### src/design/sse_pkg.sv
// Shared constants, types and helper functions of the substring search engine.
package sse_pkg;

  // Pattern and window geometry
  localparam int unsigned PATTERN_MAX = 16;
  localparam int unsigned IDX_W       = $clog2(PATTERN_MAX);
  localparam int unsigned LEN_W       = 5;

  // Text position counter, one bit wider than the offset so it can saturate
  localparam int unsigned TEXT_MAX    = 65536;
  localparam int unsigned CNT_W       = 17;
  localparam int unsigned OFF_W       = 16;

  // Configuration port
  localparam int unsigned CFG_IDX_W   = 8;
  localparam int unsigned CFG_DATA_W  = 64;

  // ASCII case bit and lower-case letter range
  localparam logic [7:0] CASE_BIT    = 8'h20;
  localparam logic [7:0] LOWER_FIRST = 8'h61;
  localparam logic [7:0] LOWER_LAST  = 8'h7A;

  typedef logic [PATTERN_MAX-1:0][7:0] win_t;

  typedef enum logic [CFG_IDX_W-1:0] {
    REG_PATTERN_LOW    = 8'd0,
    REG_PATTERN_HIGH   = 8'd1,
    REG_PATTERN_LENGTH = 8'd2,
    REG_FOLD_CASE      = 8'd3
  } cfg_reg_e;

  // Fold a lower-case ASCII letter to upper case when folding is enabled
  function automatic logic [7:0] fold_byte(input logic [7:0] b, input logic fold);
    logic [7:0] r;
    r = b;
    if (fold && (b >= LOWER_FIRST) && (b <= LOWER_LAST)) begin
      r = b ^ CASE_BIT;
    end
    return r;
  endfunction

endpackage

### src/design/sse_match.sv
// Parallel window compare: checks the newest bytes against the pattern.
module sse_match import sse_pkg::*; (
  input  win_t             win_i,
  input  win_t             pattern_i,
  input  logic [LEN_W-1:0] len_i,
  input  logic             fold_i,
  output logic             hit_o
);

  // Pattern byte i lines up with window byte len-1-i (window[0] is newest)
  logic [PATTERN_MAX-1:0] lane_ok;

  always_comb begin
    logic [LEN_W-1:0] pos;
    for (int i = 0; i < PATTERN_MAX; i++) begin
      pos = len_i - LEN_W'(i) - LEN_W'(1);
      if (LEN_W'(i) >= len_i) begin
        lane_ok[i] = 1'b1;
      end else begin
        lane_ok[i] = (fold_byte(win_i[pos[IDX_W-1:0]], fold_i) ==
                      fold_byte(pattern_i[i], fold_i));
      end
    end
  end

  assign hit_o = &lane_ok;

endmodule

### config.mk
export PLATFORM = sky130hd
export DESIGN_NAME = sse_match
export DESIGN_NICKNAME = d
export VERILOG_FILES = /design/src/design/sse_pkg.sv /design/src/design/sse_match.sv
export SDC_FILE = /design/constraint.sdc
export NUM_CORES = 1
export LEC_CHECK = 0
export BUFFER_PORTS_ARGS = -buffer_cell sky130_fd_sc_hd__buf_2
export CAP_MARGIN = 20
export CELL_PAD_IN_SITES_DETAIL_PLACEMENT = 0
export CELL_PAD_IN_SITES_GLOBAL_PLACEMENT = 1
export CORE_MARGIN = 1.5
export CORE_UTILIZATION = 41
export DETAILED_ROUTE_END_ITERATION = 6
export PLACE_DENSITY_LB_ADDON = 0.1
export SYNTH_ARGS = -nofsm -noshare
export SYNTH_HDL_FRONTEND = slang
export SYNTH_SLANG_ARGS = --single-unit
### constraint.sdc
create_clock -name vclk -period 5.3
set_input_delay 0.265 -clock vclk [all_inputs]
set_output_delay 0.265 -clock vclk [all_outputs]
set_load 0.005 [all_outputs]
==> results of run 1 <==
## cells by family (layout without fill, tap and decap cells)
logic type / Yosys count / in the layout / share of synthesized area
AND/OR/NAND/NOR: 282 / 282 / 0.125
adder cells (fa/ha/maj): 14 / 14 / 0.0147
AO/OA/AOI/OAI: 151 / 151 / 0.0856
buffers and inverters: 113 / 335 / 0.0523
multiplexers: 392 / 392 / 0.621
XOR/XNOR: 131 / 131 / 0.101
## how the worst min path moves through the flow
stage	from	end	slack [ps]	cells after the start
after floorplan	len_i[4]	hit_o	670	2
after global placement	len_i[4]	hit_o	1030	4
after detailed placement	len_i[4]	hit_o	1020	4
after CTS	len_i[4]	hit_o	1030	4
after global routing	len_i[4]	hit_o	1040	4
final	len_i[4]	hit_o	1040	4
## routing by layer
metal  GRT usage  part of all wire  up-vias  wire, um
met5           0                 0        -         0
met4       0.100             0.038        0      1930
met3      0.0682              0.12       91      6290
met2       0.505              0.45      936     22800
met1       0.470              0.39     5946     19500
li1            -                 -     5019         -
## worst min-delay path, cell delays in order
cell,delay [ps]
buf_2,200
a21o_1,120
a211oi_2,60
buf_2,120
## power breakdown
part           internal, mW  switching (mW)  total [mW]  leakage, nW
logic                 0.966            1.12        2.08         5.07
clock network             0               0           0            0
registers                 0               0           0            0
## metrics by stage
step	instances	power (mW)
global placement	1689	2.04
CTS	1689	2.05
finish	1689	2.08
global route	1689	2.20
detailed placement	1689	2.04
floorplan	1083	1.39
## cell usage after synthesis (4+ instances only)
cell type | instances | area [um2]
nand4_1 | 22 | 138
ha_1 | 14 | 175
o211ai_1 | 4 | 30.0
a21o_1 | 4 | 30.0
nor4b_1 | 4 | 35.0
mux2_2 | 34 | 383
buf_1 | 7 | 26.3
a31oi_1 | 9 | 56.3
nor4_1 | 16 | 100
a21oi_1 | 50 | 250
nor2b_1 | 8 | 50.1
xnor2_1 | 84 | 736
mux4_2 | 273 | 6150
xor2_1 | 42 | 368
buf_2 | 32 | 160
o41ai_1 | 12 | 105
nor2_1 | 34 | 128
buf_6 | 12 | 135
or3_1 | 16 | 100
buf_4 | 18 | 135
nor3_1 | 22 | 110
and3_1 | 14 | 87.6
clkbuf_1 | 18 | 67.6
nand3b_1 | 5 | 37.5
or4_1 | 9 | 67.6
o21ai_0 | 17 | 85.1
nand2_1 | 74 | 278
inv_1 | 23 | 86.3
mux2i_1 | 85 | 851
nand3_1 | 33 | 165
o22ai_1 | 8 | 50.1
o31ai_1 | 7 | 52.6
and2_1 | 5 | 31.3
## area by class of cell
type | count | area [um2] | share of cell area
Inverter | 26 | 97.6 | 0.00716
Multi-Input combinational cell | 970 | 11300 | 0.830
Tap cell | 384 | 480 | 0.0352
Timing Repair Buffer | 309 | 1740 | 0.128
==> impl_results.md, run 1 <==
* Setup Slack @ Placement at 564 ps
* Placed Instance Area at 13600 um2
* DRC at 0
* CP max stage cell: or4_1
* Crit Path Category: in2out
* Gp weighted congestion at 1.00
* Largest net degree at the start of global routing at 119
* Hpwl dp at 41400 um
* Static Leakage at 5.07 nW
* Ant diodes at 0
* Maximum clock rate at 0.210 GHz
* Slew at the pin with the worst max-slew slack at 994 ps
* Buf/Inv on CP at 5
* Post-DRT Antenna Nets at 0
* Most frequent cells in the layout: 273 x mux4_2, 261 x buf_2, 85 x mux2i_1
* FF+latch count at 0
* Reg area at 0 um2
* Mean area per synthesized cell at 11.0 um2
* Critical path startpoint category: primary input
* Max-Cap Viols at 0
* Synth warn at 0
* Area grow syn2layout at 14.7%
* Hold Vio Cnt, Final at 0
* Vias in the first global route at 11100
* Yosys cell types at 74
* Post-CTS sizing at 0
* Vias after detailed routing at 12000
* Overall Global Routing Usage at 0.329
* Cell count after synthesis at 1083
* CP Depth at 16
* Initial antenna violation count at 1
* First-pass iteration count of the detailed router at 5
* I/O pin cnt at 263
* Final min period at 4770 ps
* Post-CTS Hold Fix Bufs at 0
* Mapped cell area at 11900 um2
* Final Worst Setup Slack at 530 ps
* Critical path endpoint: hit_o
* Post-CTS Repair Setup Buffers at 0
* Die Footprint at 30000 um2
* Most common cell after layout, fill and taps aside: mux4_2
* Routed wire per std cell at 29.9 um
* Fin crit share at 0.900
* PwrDens at 153 nW/um2
* Slew Viols, Final at 0
* Core area at 28600 um2
* CP arrival at 4500 ps
* Crit path max-delay family: simple AND/OR/NAND/NOR gates
* Outcome: finished clean
* Worst VDD drop at 58.4 uV
* Routed vias/inst at 7.10
* Synth Net Count at 1359
* Port bufs at 263
* Design area at 13600 um2
* Worst Hold Class: in2out
* Floorplan row count at 62
* Req. time, crit path at 5040 ps
* 1st-iter DRT viols at 1599
* First-pass GRT wire length at 74400 um
* Fin util at 0.476
* Gr ovfl total at 0
* RSZ-0062 raised after global routing: no
* Routed Wire Length at 50500 um
* Seq/Total Area, Yosys at 0
* Clock buffer count at 0
* NumNets Final at 1583
* Fin Setup TNS at 0 ps
* CP Capture Type: primary output
* Fillers at 2690
* Initial core utilization at 0.415
* Die Wd at 173 um
* Final setup violation count at 0
* Share of cells above drive strength 1 at 0.487
* Critical Path Source: len_i[1]
* CP peak stage delay at 610 ps
* Crit path cell chain: buf_6 -> inv_1 -> ha_4 -> buf_12 -> buf_4 -> mux4_2 -> nor2b_1 -> mux4_2 -> nand2_1 -> nor4_1 -> or4_1 -> or2_0 -> nor4_1 -> nand4b_1 -> a211oi_2 -> buf_2
* CP Max Fanout at 26
* Hold_ws at 1040 ps
* Slew headroom at 0.338
* Die H at 173 um
Note: power is estimated with default switching activity, not from simulation.
==> inputs of run 2 (changes only) <==
--- a/config.mk
+++ b/config.mk
@@ -5,12 +5,13 @@
 export SDC_FILE = /design/constraint.sdc
 export NUM_CORES = 1
 export LEC_CHECK = 0
+export ABC_AREA = 1
 export BUFFER_PORTS_ARGS = -buffer_cell sky130_fd_sc_hd__buf_2
 export CAP_MARGIN = 20
 export CELL_PAD_IN_SITES_DETAIL_PLACEMENT = 0
 export CELL_PAD_IN_SITES_GLOBAL_PLACEMENT = 1
 export CORE_MARGIN = 1.5
-export CORE_UTILIZATION = 41
+export CORE_UTILIZATION = 33
 export DETAILED_ROUTE_END_ITERATION = 6
 export PLACE_DENSITY_LB_ADDON = 0.1
 export SYNTH_ARGS = -nofsm -noshare
==> impl_results.md, run 2 <==
* Overall Global Routing Usage at 0.348 (+0.0184)
* Crit Path Category: in2out
* Slew Viols, Final at 0 (unchanged)
* Hold_ws at 1220 ps (+182 ps)
* DRC at 2 (+2)
* Max-Cap Viols at 0 (unchanged)
* Gr ovfl total at 0 (unchanged)
* Seq/Total Area, Yosys at 0 (unchanged)
* CP Max Fanout at 67 (+160%)
* Maximum clock rate at 0.233 GHz (+11%)
* Area grow syn2layout at 12.7%
* Fin Setup TNS at 0 ps (unchanged)
* Count leader, synth: nand2_1
* Top cells by area, synth: nand3_1 32%, nand2_1 30%, xor2_1 4.8%
* Synth warn at 0 (unchanged)
* Most common library cells after synthesis: 882 x nand2_1, 712 x nand3_1, 136 x inv_1
* Synth Net Count at 2606 (+92%)
* Mean area per synthesized cell at 4.76 um2 (-57%)
* Final min period at 4300 ps (-470 ps)
* Vias after detailed routing at 16600 (+38%)
* Initial antenna violation count at 0 (-1)
* Placed Instance Area at 12500 um2 (-8.4%)
* Cell count after synthesis at 2330 (+120%)
* Slew at the pin with the worst max-slew slack at 826 ps (-167 ps)
* Final setup violation count at 0 (unchanged)
* Yosys cell types at 44 (-41%)
* Crit path max-delay family: simple AND/OR/NAND/NOR gates
* Hpwl dp at 52200 um (+26%)
* Hold Vio Cnt, Final at 0 (unchanged)
* Slew headroom at 0.449 (+0.112)
* Port bufs at 263 (unchanged)
* Design area at 12500 um2 (-8.4%)
* Die Footprint at 34700 um2 (+16%)
* Synth area leader: nand3_1
* Worst Hold Class: in2out
* CP Capture Type: primary output
* Met2 Use GR at 0.604 (+0.0988)
* Largest net degree at the start of global routing at 98 (-18%)
* Most frequent cells in the layout: 882 x nand2_1, 712 x nand3_1, 262 x buf_2
* Clock buffer count at 0 (unchanged)
* I/O pin cnt at 263 (unchanged)
* CP max stage cell: xor2_4
* Post-CTS Repair Setup Buffers at 0 (unchanged)
* Critical path startpoint category: primary input
* CP arrival at 4040 ps (-460 ps)
* Buf/Inv on CP at 4 (-1)
* First-pass GRT wire length at 90000 um (+21%)
* NumNets Final at 2779 (+76%)
* Routed wire per std cell at 21.1 um (-30%)
* Die H at 186 um (+7.5%)
* Met1 global-route usage at 0.453 (-0.0168)
* Initial core utilization at 0.338 (-0.0773)
* RSZ-0062 raised after global routing: no
* Critical path endpoint: hit_o
* Critical Path Source: len_i[1]
* Most common cell after layout, fill and taps aside: nand2_1
* Multi-input gate area at 9840 um2 (-13%)
* Outcome: finished with violations
* Fin crit share at 0.811 (-0.0886)
* Reg area at 0 um2 (unchanged)
* Crit path cell chain: buf_2 -> buf_4 -> ha_1 -> xor2_4 -> buf_4 -> nand3_1 -> nand2_1 -> nand2_1 -> nand2_1 -> xor2_1 -> nor2_1 -> nand2_1 -> nor2_1 -> nand3_1 -> nand2_1 -> nand2_1 -> nor2_1 -> nand2_1 -> nor2_1 -> buf_2
* Gp weighted congestion at 1.02 (+2.2%)
* Post-CTS Hold Fix Bufs at 0 (unchanged)
* Routed vias/inst at 5.63 (-21%)
* 1st-iter DRT viols at 1610 (+0.69%)
* CP peak stage delay at 670 ps (+60 ps)
* Core area at 32800 um2 (+15%)
* Share of cells above drive strength 1 at 0.136 (-0.352)
* FF+latch count at 0 (unchanged)
* Floorplan row count at 66 (+6.5%)
* Post-synth top area share at 0.322 (-0.196)
* CP Depth at 20 (+4)
* Post-DRT Antenna Nets at 0 (unchanged)
* Fillers at 3960 (+47%)
* Critical path's most frequent cell: nand2_1
* GR peak layer: met2
* Req. time, crit path at 5040 ps (about the same)
* Vias in the first global route at 14700 (+33%)
* Met3 usage at 0.0162 (-0.0520)
* Fin util at 0.381 (-0.0955)
* Routed Wire Length at 62000 um (+23%)
* Failing checks: DRC
* Die Wd at 186 um (+7.5%)
* Post-CTS sizing at 0 (unchanged)
* First-pass iteration count of the detailed router at 7 (+2)
* Mapped cell area at 11100 um2 (-6.8%)
* WHS Path Cells at 7 (+3)
run 2: changes by cell type after synthesis, sizes merged, moves of 22 or more:
cell	delta
xor2	+23
nand2	+823
o21ai	+81
nand3	+679
nor2	+92
mux4	-273
mux2i	-83
buf	+28
inv	+121
mux2	-34
o211ai	+22
a21oi	-27
xnor2	-69
run 2: how the worst min path moves through the flow:
stage            end  slack (ps)      from
3_5_place_dp   hit_o        1200  len_i[4]
2_1_floorplan  hit_o         730  len_i[4]
5_1_grt        hit_o        1290  len_i[4]
6_report       hit_o        1220  len_i[4]
4_1_cts        hit_o        1200  len_i[4]
3_3_place_gp   hit_o        1210  len_i[4]
run 2: logic make-up after synthesis:
group / Yosys count / share of synthesized area
adder cells (fa/ha/maj): 14 / 0.0158
AO/OA/AOI/OAI: 167 / 0.0912
multiplexers: 2 / 0.00181
buffers and inverters: 268 / 0.113
AND/OR/NAND/NOR: 1795 / 0.706
XOR/XNOR: 84 / 0.0722
run 2: per-layer routing:
layer	vias up	wire [um]
met2	775	28900
met3	116	4500
met4	0	2830
met1	7606	25800
li1	8078	-
met5	-	0
run 2: area by class of cell:
type | instances | area share
multi-input cells | 2062 | 0.788
repair buffers | 290 | 0.123
inverters | 149 | 0.0452
well taps | 442 | 0.0443
diodes | 1 | 0.000200
run 2: through the flow:
step | std cells | setup slack, ps
5_1_grt | 2943 | 726
3_3_place_gp | 2943 | 1060
2_1_floorplan | 2330 | 2010
4_1_cts | 2943 | 1080
6_report | 2944 | 1000
3_5_place_dp | 2943 | 1090
run 2: tightest hold or removal path: stages:
cell and delay, ps:
buf_2 160, nand2_1 130, nand2_1 90, nor2_1 40, nand2_1 80, nor2_1 60, buf_2 120
==> inputs of run 3 (changes only) <==
==> constraint.sdc (replaced) <==
create_clock -name vclk -period 3.6
set_input_delay 0.18 -clock vclk [all_inputs]
set_output_delay 0.18 -clock vclk [all_outputs]
set_load 0.005 [all_outputs]
==> impl_results.md, run 3 (synthesized netlist as in run 2, its figures left out) <==
* Die Wd at 186 um (unchanged)
* Most frequent cells in the layout: 878 x nand2_1, 711 x nand3_1, 262 x buf_2
* Worst VDD drop at 70.3 uV
* Hold_ws at 1120 ps (-97.2 ps)
* DRC at 16 (+14)
* I/O pin cnt at 263 (unchanged)
* Core area at 32800 um2 (unchanged)
* CP arrival at 3210 ps (-830 ps)
* Initial antenna violation count at 0 (unchanged)
* PwrDens at 215 nW/um2
* Die H at 186 um (unchanged)
* Crit Path Category: in2out
* Reg area at 0 um2 (unchanged)
* Final setup violation count at 0 (unchanged)
* Largest net degree at the start of global routing at 77 (-21%)
* Die Footprint at 34700 um2 (unchanged)
* Gp weighted congestion at 1.05 (+2.5%)
* WHS Path Cells at 8 (+1)
* Final min period at 3390 ps
* Routed Wire Length at 64200 um (+3.6%)
* Initial core utilization at 0.338 (unchanged)
* FF+latch count at 0 (unchanged)
* Multi-input gate area at 9890 um2 (+0.51%)
* Routed wire per std cell at 21.3 um (+0.99%)
* Worst Hold Class: in2out
* Vias in the first global route at 15100 (+2.7%)
* Vias after detailed routing at 16900 (+1.7%)
* Fillers at 3907 (-1.3%)
* Fin Setup TNS at 0 ps (unchanged)
* First-pass GRT wire length at 91800 um (+1.9%)
* Slew at the pin with the worst max-slew slack at 766 ps (-60.2 ps)
* Critical path startpoint category: primary input
* Hold path start: len_i[4]
* Floorplan row count at 66 (unchanged)
* CP Capture Type: primary output
* Design area at 13400 um2 (+7.4%)
* Gr ovfl total at 0 (unchanged)
* Placed Instance Area at 13200 um2 (+5.8%)
* Hpwl dp at 54200 um (+3.9%)
* Slew Viols, Final at 0 (unchanged)
* First-pass iteration count of the detailed router at 7 (unchanged)
* Share of cells above drive strength 1 at 0.165 (+0.0296)
* Max-Cap Viols at 0 (unchanged)
* Most common cell after layout, fill and taps aside: nand2_1
* Design Power at 2.89 mW
* Failing checks: DRC
* 1st-iter DRT viols at 1719 (+6.8%)
* Routed vias/inst at 5.58 (-0.87%)
* Area grow syn2layout at 21.0%
* RSZ-0062 raised after global routing: no
* Overall Global Routing Usage at 0.356 (+0.00793)
* NumNets Final at 2857 (+2.8%)
* Port bufs at 263 (unchanged)
* Post-DRT Antenna Nets at 0 (unchanged)
* Req. time, crit path at 3420 ps (-1620 ps)
* Outcome: finished with violations
* Maximum clock rate at 0.295 GHz
* CP Max Fanout at 23 (-66%)
* Hold path endpoint: hit_o
* Fin crit share at 0.943
* Ant diodes at 0 (-1)
* Fin util at 0.409 (+0.0281)
* Hold Vio Cnt, Final at 0 (unchanged)
* Clock buffer count at 0 (unchanged)
* Static Leakage at 7.27 nW
* Slew headroom at 0.489 (+0.0396)
-- run 3: changes by cell type in the layout (fill, tap and decap cells not counted), sizes merged --
| cell | change |
|---|---|
| diode | -1 |
| buf | +75 |
| clkbuf | +3 |
-- run 3: through the flow --
stage / std cells / worst slack (ps)
3_3_place_gp: 3017 / 39.9
2_1_floorplan: 2330 / 483
5_1_grt: 3021 / 6.54
4_1_cts: 3017 / 97.3
6_report: 3021 / 206
3_5_place_dp: 3017 / 106
-- run 3: per-layer routing --
metal / GRT usage / routed length, um
met5: 0 / 0
met2: 0.602 / 29100
met1: 0.455 / 27000
met3: 0.0315 / 4450
met4: 0.167 / 3660
-- run 3: how the worst max path moves through the flow --
stage	from	to	cells after the start
5_1_grt	len_i[1]	hit_o	24
6_report	len_i[0]	hit_o	21
3_3_place_gp	len_i[2]	hit_o	24
4_1_cts	len_i[2]	hit_o	21
3_5_place_dp	len_i[2]	hit_o	24
2_1_floorplan	len_i[1]	hit_o	24
-- run 3: final cells by class --
class,count,area share
well taps,442,0.0412
repair buffers,368,0.179
multi-input cells,2062,0.737
inverters,149,0.0424
-- run 3: power breakdown --
part           total (mW)  internal (mW)  leakage (nW)  switching [mW]
clock                   0              0             0               0
sequential              0              0             0               0
combinational        2.89          0.977          7.27            1.91
total                2.89          0.977          7.27            1.91
-- run 3: critical path, cell delays in order --
cell and delay, ps:
buf_6 150, inv_4 100, ha_4 340, buf_4 310
o211ai_1 310, nand3_1 210, nand3_1 130, buf_4 160
nand3_1 70, nand2_1 60, nor2_1 90, nand2_1 60
nor2_1 100, nand3_1 160, nand2_1 90, nand2_1 120
nor2_1 110, nand2_1 70, nor2_2 140, buf_4 120
buf_2 100
-- run 3: repair_timing --
item	4_1_cts	5_1_grt
resized for setup	0	29
setup buffers	0	1
endpoints found under the setup margin	0	1
hold buffers	0	0
